**src/design/vtsrs_pkg.sv**
```systemverilog
// ----------------------------------------------------------------------------
// vtsrs_pkg: shared types and codes of the value table unit.
// Request modes, result status codes and sequencer state encoding.
// ----------------------------------------------------------------------------
package vtsrs_pkg;

	typedef enum logic [2:0] {
		MODE_APPEND     = 3'd0,
		MODE_SEARCH     = 3'd1,
		MODE_REMOVE_ONE = 3'd2,
		MODE_REMOVE_ALL = 3'd3,
		MODE_LIST       = 3'd4,
		MODE_SORT_UP    = 3'd5,
		MODE_SORT_DOWN  = 3'd6,
		MODE_NONE       = 3'd7
	} mode_t;

	typedef enum logic [2:0] {
		ST_DONE     = 3'd0,
		ST_FULL     = 3'd1,
		ST_NOTFOUND = 3'd2,
		ST_MATCH    = 3'd3,
		ST_ELEMENT  = 3'd4,
		ST_EMPTY    = 3'd5
	} status_t;

	typedef enum logic [8:0] {
		S_IDLE  = 9'b000000001,
		S_SCAN  = 9'b000000010,
		S_COPY  = 9'b000000100,
		S_CMP   = 9'b000001000,
		S_EMIT  = 9'b000010000,
		S_COMP  = 9'b000100000,
		S_SRCH  = 9'b001000000,
		S_FIN   = 9'b010000000,
		S_WAIT  = 9'b100000000
	} state_t;

endpackage

```
**src/design/vtsrs_ram.sv**
```systemverilog
// ----------------------------------------------------------------------------
// vtsrs_ram: generic single-port-write, single-read RAM.
// One write port and one read port, read data registered.
// ----------------------------------------------------------------------------
module vtsrs_ram #(
	parameter int WIDTH = 32,
	parameter int DEPTH = 32
) (
	input  logic                     clk,
	input  logic                     we,
	input  logic [$clog2(DEPTH)-1:0] waddr,
	input  logic [WIDTH-1:0]         wdata,
	input  logic [$clog2(DEPTH)-1:0] raddr,
	output logic [WIDTH-1:0]         rdata
);

	logic [WIDTH-1:0] mem_q [DEPTH];

	// Write and registered read.
	always_ff @(posedge clk) begin
		if (we) begin
			mem_q[waddr] <= wdata;
		end
		rdata <= mem_q[raddr];
	end

endmodule

```
**src/design/value_table_search_remove_sort_unit.sv**
```systemverilog
// ----------------------------------------------------------------------------
// value_table_search_remove_sort_unit: ordered value table with search,
// removal, listing and sorted listing.
// ----------------------------------------------------------------------------
// A request is taken when start is high and busy is low; busy then stays high
// until the last result has been presented. Results appear one per strobe
// cycle and the receiver cannot stall them. All work goes through one table
// RAM and one scratch RAM with registered reads and a single comparator. A
// search scans the stored entries in two passes, a remove compacts them in
// one pass and a list reads them once. A sort copies the table into the
// scratch RAM, runs compare-exchange passes there and then outputs the
// sorted entries. An append writes the table directly from the idle state.
// ----------------------------------------------------------------------------
module value_table_search_remove_sort_unit #(
	parameter int DEPTH = 32
) (
	input  logic        clk,
	input  logic        arst_n,
	input  logic        start,
	output logic        busy,
	input  logic [2:0]  mode,
	input  logic signed [31:0] operand_value,
	output logic        strobe,
	output logic [2:0]  status,
	output logic [5:0]  position,
	output logic signed [31:0] element_value,
	output logic [5:0]  entry_count,
	output logic        last
);

	localparam int AW = $clog2(DEPTH);
	localparam int CW = $clog2(DEPTH + 1);

	vtsrs_pkg::state_t state_q;
	vtsrs_pkg::mode_t  mode_q;
	logic [31:0]       val_q;
	logic [CW-1:0]     cnt_q;
	logic [CW-1:0]     i_q;      // read index
	logic [CW-1:0]     w_q;      // write index for compaction
	logic [CW-1:0]     k_q;      // outer sort index
	logic [CW-1:0]     lastpos_q;
	logic              found_q;
	logic              done_one_q;
	logic [1:0]        ph_q;     // sort sub-phase
	logic [31:0]       a_q;

	// RAM ports.
	logic            t_we, s_we;
	logic [AW-1:0]   t_wa, t_ra, s_wa, s_ra;
	logic [31:0]     t_wd, t_rd, s_wd, s_rd;

	vtsrs_ram #(.WIDTH(32), .DEPTH(DEPTH)) u_table (
		.clk(clk), .we(t_we), .waddr(t_wa), .wdata(t_wd), .raddr(t_ra), .rdata(t_rd));
	vtsrs_ram #(.WIDTH(32), .DEPTH(DEPTH)) u_scratch (
		.clk(clk), .we(s_we), .waddr(s_wa), .wdata(s_wd), .raddr(s_ra), .rdata(s_rd));

	// Shared compare unit.
	logic        eq;
	logic        gt;
	logic [31:0] cmp_a, cmp_b;
	always_comb begin
		cmp_a = t_rd;
		cmp_b = val_q;
		if (state_q == vtsrs_pkg::S_CMP) begin
			cmp_a = a_q;
			cmp_b = s_rd;
		end
	end
	assign eq = (cmp_a == cmp_b);
	assign gt = ((cmp_a ^ 32'h8000_0000) > (cmp_b ^ 32'h8000_0000));

	logic exch;
	assign exch = (mode_q == vtsrs_pkg::MODE_SORT_DOWN) ? (!gt && !eq) : gt;

	// Registered read valid: the item at i_q-1 is on t_rd / s_rd.
	logic [CW-1:0] ip;
	assign ip = i_q - CW'(1);

	assign busy = (state_q != vtsrs_pkg::S_IDLE);

	// RAM addressing.
	always_comb begin
		t_we = 1'b0;
		t_wa = w_q[AW-1:0];
		t_wd = t_rd;
		t_ra = i_q[AW-1:0];
		s_we = 1'b0;
		s_wa = ip[AW-1:0];
		s_wd = t_rd;
		s_ra = i_q[AW-1:0];
		unique case (state_q)
			vtsrs_pkg::S_IDLE: begin
				t_we = start && (mode == vtsrs_pkg::MODE_APPEND) && (cnt_q < CW'(DEPTH));
				t_wa = cnt_q[AW-1:0];
				t_wd = operand_value;
				t_ra = '0;
			end
			vtsrs_pkg::S_COMP: begin
				t_we = (i_q != '0) && (ip < cnt_q) && !(eq && !done_one_q);
				t_wa = w_q[AW-1:0];
			end
			vtsrs_pkg::S_COPY: begin
				s_we = (i_q != '0);
				s_wa = ip[AW-1:0];
			end
			vtsrs_pkg::S_CMP: begin
				s_ra = (ph_q == 2'd0) ? k_q[AW-1:0] : i_q[AW-1:0];
				s_we = (ph_q == 2'd2) && exch;
				s_wa = i_q[AW-1:0];
				s_wd = a_q;
			end
			vtsrs_pkg::S_EMIT: begin
				s_ra = i_q[AW-1:0];
			end
			default: ;
		endcase
		if (state_q == vtsrs_pkg::S_CMP && ph_q == 2'd3) begin
			s_we = 1'b1;
			s_wa = k_q[AW-1:0];
			s_wd = a_q;
		end
	end

	// Sequencer.
	always_ff @(posedge clk or negedge arst_n) begin
		if (!arst_n) begin
			state_q       <= vtsrs_pkg::S_IDLE;
			cnt_q         <= '0;
			strobe        <= 1'b0;
			mode_q        <= vtsrs_pkg::MODE_APPEND;
			val_q         <= '0;
			a_q           <= '0;
			i_q           <= '0;
			w_q           <= '0;
			k_q           <= '0;
			ph_q          <= '0;
			found_q       <= 1'b0;
			done_one_q    <= 1'b0;
			lastpos_q     <= '0;
			status        <= '0;
			position      <= '0;
			element_value <= '0;
			entry_count   <= '0;
			last          <= 1'b0;
		end else begin
			strobe <= 1'b0;
			unique case (state_q)
				vtsrs_pkg::S_IDLE: begin
					if (start) begin
						mode_q     <= vtsrs_pkg::mode_t'(mode);
						val_q      <= operand_value;
						i_q        <= '0;
						w_q        <= '0;
						found_q    <= 1'b0;
						done_one_q <= 1'b0;
						position      <= '0;
						element_value <= '0;
						last          <= 1'b1;
						unique case (mode)
							vtsrs_pkg::MODE_APPEND: begin
								state_q <= vtsrs_pkg::S_WAIT;
								strobe  <= 1'b1;
								if (cnt_q < CW'(DEPTH)) begin
									status      <= vtsrs_pkg::ST_DONE;
									entry_count <= 6'(cnt_q + CW'(1));
									cnt_q       <= cnt_q + CW'(1);
								end else begin
									status      <= vtsrs_pkg::ST_FULL;
									entry_count <= 6'(cnt_q);
								end
							end
							vtsrs_pkg::MODE_SEARCH: state_q <= vtsrs_pkg::S_SCAN;
							vtsrs_pkg::MODE_REMOVE_ONE,
							vtsrs_pkg::MODE_REMOVE_ALL: state_q <= vtsrs_pkg::S_COMP;
							vtsrs_pkg::MODE_LIST,
							vtsrs_pkg::MODE_SORT_UP,
							vtsrs_pkg::MODE_SORT_DOWN: begin
								if (cnt_q == '0) begin
									state_q     <= vtsrs_pkg::S_WAIT;
									strobe      <= 1'b1;
									status      <= vtsrs_pkg::ST_EMPTY;
									entry_count <= '0;
								end else if (mode == vtsrs_pkg::MODE_LIST) begin
									state_q <= vtsrs_pkg::S_EMIT;
								end else begin
									state_q <= vtsrs_pkg::S_COPY;
								end
							end
							default: begin
								state_q     <= vtsrs_pkg::S_WAIT;
								strobe      <= 1'b1;
								status      <= vtsrs_pkg::ST_DONE;
								entry_count <= 6'(cnt_q);
							end
						endcase
					end
				end
				// Search pass one: find the last matching position.
				vtsrs_pkg::S_SCAN: begin
					if (i_q != '0 && eq) begin
						found_q   <= 1'b1;
						lastpos_q <= ip;
					end
					if (i_q == cnt_q) begin
						state_q <= vtsrs_pkg::S_SRCH;
						i_q     <= '0;
					end else begin
						i_q <= i_q + CW'(1);
					end
				end
				// Search pass two: report each match.
				vtsrs_pkg::S_SRCH: begin
					if (!found_q) begin
						state_q     <= vtsrs_pkg::S_WAIT;
						strobe      <= 1'b1;
						status      <= vtsrs_pkg::ST_NOTFOUND;
						entry_count <= 6'(cnt_q);
						last        <= 1'b1;
					end else begin
						if (i_q != '0 && eq) begin
							strobe      <= 1'b1;
							status      <= vtsrs_pkg::ST_MATCH;
							position    <= 6'(i_q);
							entry_count <= 6'(cnt_q);
							last        <= (ip == lastpos_q);
						end
						if (i_q != '0 && ip == lastpos_q) begin
							state_q <= vtsrs_pkg::S_WAIT;
						end else begin
							i_q <= i_q + CW'(1);
						end
					end
				end
				// Compaction for both remove modes.
				vtsrs_pkg::S_COMP: begin
					if (i_q != '0 && ip < cnt_q) begin
						if (eq && !done_one_q) begin
							found_q <= 1'b1;
							if (mode_q == vtsrs_pkg::MODE_REMOVE_ONE) begin
								done_one_q <= 1'b1;
							end
						end else begin
							w_q <= w_q + CW'(1);
						end
					end
					if (i_q == cnt_q) begin
						state_q <= vtsrs_pkg::S_FIN;
					end else begin
						i_q <= i_q + CW'(1);
					end
				end
				vtsrs_pkg::S_FIN: begin
					state_q     <= vtsrs_pkg::S_WAIT;
					strobe      <= 1'b1;
					last        <= 1'b1;
					status      <= found_q ? vtsrs_pkg::ST_DONE : vtsrs_pkg::ST_NOTFOUND;
					cnt_q       <= w_q;
					entry_count <= 6'(w_q);
				end
				// Copy table into scratch.
				vtsrs_pkg::S_COPY: begin
					if (i_q == cnt_q) begin
						state_q <= vtsrs_pkg::S_CMP;
						k_q     <= '0;
						i_q     <= CW'(1);
						ph_q    <= 2'd0;
					end else begin
						i_q <= i_q + CW'(1);
					end
				end
				// Exchange sort: ph 0 read k, 1 latch a, 2 compare/swap i, 3 write k.
				vtsrs_pkg::S_CMP: begin
					unique case (ph_q)
						2'd0: begin
							if (k_q + CW'(1) >= cnt_q) begin
								state_q <= vtsrs_pkg::S_EMIT;
								i_q     <= '0;
							end else begin
								ph_q <= 2'd1;
							end
						end
						2'd1: begin
							// Only the first pair of an outer pass loads a_q; later it is current.
							if (i_q == k_q + CW'(1)) begin
								a_q <= s_rd;
							end
							ph_q <= 2'd2;
						end
						2'd2: begin
							if (exch) begin
								a_q <= s_rd;
							end
							if (i_q + CW'(1) >= cnt_q) begin
								ph_q <= 2'd3;
							end else begin
								i_q  <= i_q + CW'(1);
								ph_q <= 2'd1;
							end
						end
						default: begin
							k_q  <= k_q + CW'(1);
							i_q  <= k_q + CW'(2);
							ph_q <= 2'd0;
						end
					endcase
				end
				// Emit elements from table (list) or scratch (sorts).
				vtsrs_pkg::S_EMIT: begin
					if (i_q != '0) begin
						strobe        <= 1'b1;
						status        <= vtsrs_pkg::ST_ELEMENT;
						position      <= 6'(i_q);
						element_value <= (mode_q == vtsrs_pkg::MODE_LIST) ? t_rd : s_rd;
						entry_count   <= 6'(cnt_q);
						last          <= (i_q == cnt_q);
					end
					if (i_q == cnt_q) begin
						state_q <= vtsrs_pkg::S_WAIT;
					end else begin
						i_q <= i_q + CW'(1);
					end
				end
				vtsrs_pkg::S_WAIT: begin
					state_q <= vtsrs_pkg::S_IDLE;
				end
				default: state_q <= vtsrs_pkg::S_IDLE;
			endcase
		end
	end

endmodule

```
**config.mk**
```make
export PLATFORM = sky130hd
export DESIGN_NAME = value_table_search_remove_sort_unit
export DESIGN_NICKNAME = d
export VERILOG_FILES = /design/src/design/vtsrs_pkg.sv /design/src/design/vtsrs_ram.sv /design/src/design/value_table_search_remove_sort_unit.sv
export SDC_FILE = /design/constraint.sdc
export NUM_CORES = 2
export LEC_CHECK = 0
export BUFFER_PORTS_ARGS = -buffer_cell sky130_fd_sc_hd__buf_4
export CAP_MARGIN = 0
export CORE_ASPECT_RATIO = 2
export CORE_MARGIN = 2
export CORE_UTILIZATION = 60
export CTS_CLUSTER_SIZE = 24
export DETAILED_ROUTE_END_ITERATION = 6
export PLACE_DENSITY_LB_ADDON = 0.25
export SLEW_MARGIN = 20
export SYNTH_ARGS = -nofsm -noshare
export SYNTH_HDL_FRONTEND = slang
export SYNTH_HIERARCHICAL = 1
export SYNTH_SLANG_ARGS = --single-unit
```
**constraint.sdc**
```tcl
create_clock -name clk -period 11 [get_ports clk]
set_clock_uncertainty 0.05 [all_clocks]
set_input_delay 2.2 -clock clk [delete_from_list [all_inputs] [get_ports clk]]
set_output_delay 2.2 -clock clk [all_outputs]
set_load 0.005 [all_outputs]
```
==> results.md <==
- VDD IR-drop max: 0.312 mV
- Netlist cell types: 78
- # setup viols final: 0
- Hpwl dp: 157000 um
- Post-CTS setup buffers: 0
- Die X: 280 um
- Avg Inst Size Synth: 15.8 um2
- Slew headroom: 20.4%
- Cell Area, Synth: 0.0914 mm2
- CTS tree: done
- Critical path class: reg -> reg
- Port Buf Inserts: 87
- Hold Crit Class: reg -> reg
- Post-DP Area: 0.0945 mm2
- Minimum clock period: 7330 ps
- Vert. Die Dim: 556 um
- Initial antenna violation count: 2
- Synth Flop Type: edfxtp_1
- Routed Wire Length: 239000 um
- Crit. End Element: flip-flop
- Setup crit start kind: flip-flop
- Largest net degree at the start of global routing: 129
- Final WS setup: 3670 ps
- Fill cell count: 10192
- First-pass GRT wire length: 342000 um
- DRT Pass-1 Iters: 6
- H-tree levels: 4
- Max-Cap Viols: 0
- CTS buffer count: 191
- Mapped Cells: 5788
- GRT Overall Usage: 30.6%
- Placed Cells: 7612
- Vias: 50943
- Clk Latency, worst-skew pair: 820 ps
- Status: completed
- Register area share after synthesis: 73.0%
- Synthesized flop and latch total: 2271
- Clock tree sinks: 2271
- Number of synthesized flops with an enable pin: 2048
- Post_cts resized: 0
- Layout cells sized above 1: 11.4%
- Layout area overhead: 10.5%
- Fmax: 136 MHz
- Number of global-route vias before repair: 51637
- Die area: 0.156 mm2
- Gp weighted congestion: 0.909
- WP data required: 11360 ps
- Grt ovf: 0
- Post-Syn Nets: 5882
- Setup TNS: 0 ps
- RSZ-0062 raised after global routing: no
- Bufs on Longest Clock Path: 4
- Antenna-violating nets left: 0
- DRC Markers: 0
- Slew Limit Fails: 0
- DR WL/cell: 29.9 um
- Core area: 0.151 mm2
- Yosys warns: 6
- Least-Margin Pin Slew: 1190 ps
- Num ports: 88
- Nets: 5975
- Leakage: 0.0327 uW
- Clock Pin Slew Worst Setup and Hold Paths: 70 ps
- Finished Layout Cells: 7974
- Crit path DAT: 7680 ps
- Clk root buf: clkbuf_16
- CP Max Fanout: 33
- Post-Place Setup Slack: 3640 ps
- Initial Util: 60.4%
- Final period util: 66.6%
- Initial DRC count: 4830
- Post-synth ARST share: 7.00%
- P per Cell Area: 268 mW/mm2
- # rows: 202
- Fin. Hold Viols: 0
- Cts hold-fix bufs: 0
- Cell area after layout: 0.101 mm2
- Pwr Total: 27100 uW
- Vias per std cell: 6.39
cell usage after synthesis, types with 35 or more instances:
master	n	area share, %
edfxtp_1	2048	67
mux2i_1	1087	12
nand2_1	623	2.6
a21oi_1	239	1.3
nand3_1	216	1.2
a22oi_1	195	1.6
dfrtp_1	158	4.3
clkbuf_1	132	0.54
a22o_1	128	1.2
nor2_1	121	0.50
nor3_1	90	0.49
o21ai_0	83	0.45
buf_2	75	0.41
buf_4	68	0.56
a31oi_1	67	0.46
dfxtp_1	64	1.4
ha_1	56	0.77
mux2_2	49	0.60
xnor2_1	35	0.34
critical path, cell delays in order (launching register included):
cell      delay (ps)
dfrtp_1          480
nor3_1           440
nand2_1          260
nor2_4           500
buf_4            440
nand2_1           90
nand2_1          740
inv_1            120
ha_1             370
nand4_1          110
nor2_1            50
a221o_1          320
a211oi_1         440
xor2_1           330
nand2_1          100
o211ai_1         210
nand3b_1         690
nor2_4          1120
final timing paths:
| check | from | end | slack [ps] | cells past startpoint |
|---|---|---|---|---|
| worst max register to register | state_q[6] | u_scratch/mem_q[9][8] | 3670 | 17 |
| worst min-delay path | val_q[31] | val_q[31] | 430 | 2 |
| min in group asynchronous | arst_n | lastpos_q[3] | 1310 | 1 |
| max in group asynchronous | arst_n | element_value[5] | 7600 | 3 |
| worst min register to register | val_q[31] | val_q[31] | 430 | 2 |
| worst max-delay path | state_q[6] | u_scratch/mem_q[9][8] | 3670 | 17 |
layout by cell type (no fill, tap or decap), types with 64 or more instances in the layout:
cell and count:
a21oi_1 238, a22o_1 128, a22oi_1 195, a31oi_1 67, buf_4 191, clkbuf_16 195, dfrtp_1 158, dfxtp_1 64
edfxtp_1 2048, mux2i_1 1087, nand2_1 603, nand3_1 216, nor2_4 68, nor3_1 89, o21ai_0 83
cell families (layout without fill, tap and decap cells):
kind of cell | after synthesis | count (layout) | share of synthesized area, %
adder cells (fa/ha/maj) | 56 | 56 | 0.767
other | 0 | 2 | 0
multiplexers | 1137 | 1137 | 12.5
XOR/XNOR | 48 | 48 | 0.483
flip-flops | 2271 | 2271 | 73.0
AND/OR/NAND/NOR | 1145 | 1145 | 5.50
AO/OA/AOI/OAI | 771 | 771 | 5.55
buffers and inverters | 360 | 606 | 2.15
through the flow:
stage	utilization, %	hold WS (ps)
2_1_floorplan	-	395
3_3_place_gp	62.3	412
3_5_place_dp	62.4	417
4_1_cts	66.5	436
5_1_grt	66.7	462
6_report	66.7	429
state kept, by name (all words and copies together), names as in the netlist, 6 cells and up:
signal,count
val_q,32
k_q,6
u_scratch/mem_q,1024
u_table/rdata,32
i_q,6
cnt_q,6
a_q,32
entry_count,6
state_q,9
u_table/mem_q,1024
element_value,32
w_q,6
position,6
lastpos_q,6
u_scratch/rdata,32
power breakdown:
group          leakage [uW]  switching (uW)  internal [uW]
clock               0.00303            2990           3730
sequential           0.0211             414          11700
combinational       0.00862            6100           2180
layout make-up:
| cell class | instances | area, um2 | share of cell area, % |
|---|---|---|---|
| flip-flops and latches | 2271 | 66800 | 66.1 |
| multi-input cells | 3157 | 23300 | 23.1 |
| clock buffers | 242 | 5150 | 5.10 |
| well taps | 1938 | 2420 | 2.40 |
| repair buffers | 228 | 2170 | 2.15 |
| clock inverters | 104 | 1010 | 1.00 |
| inverters | 32 | 121 | 0.120 |
| diodes | 2 | 5.00 | 0.00496 |
per-layer routing:
metal,vias to the layer above,share of wire [%],track usage (%)
met1,25927,33,32.8
met3,611,5.4,3.83
met4,0,7.4,19.5
li1,22397,-,-
met2,2008,54,56.3
met5,-,0,0
No activity file was read; power rests on OpenSTA's default activity.
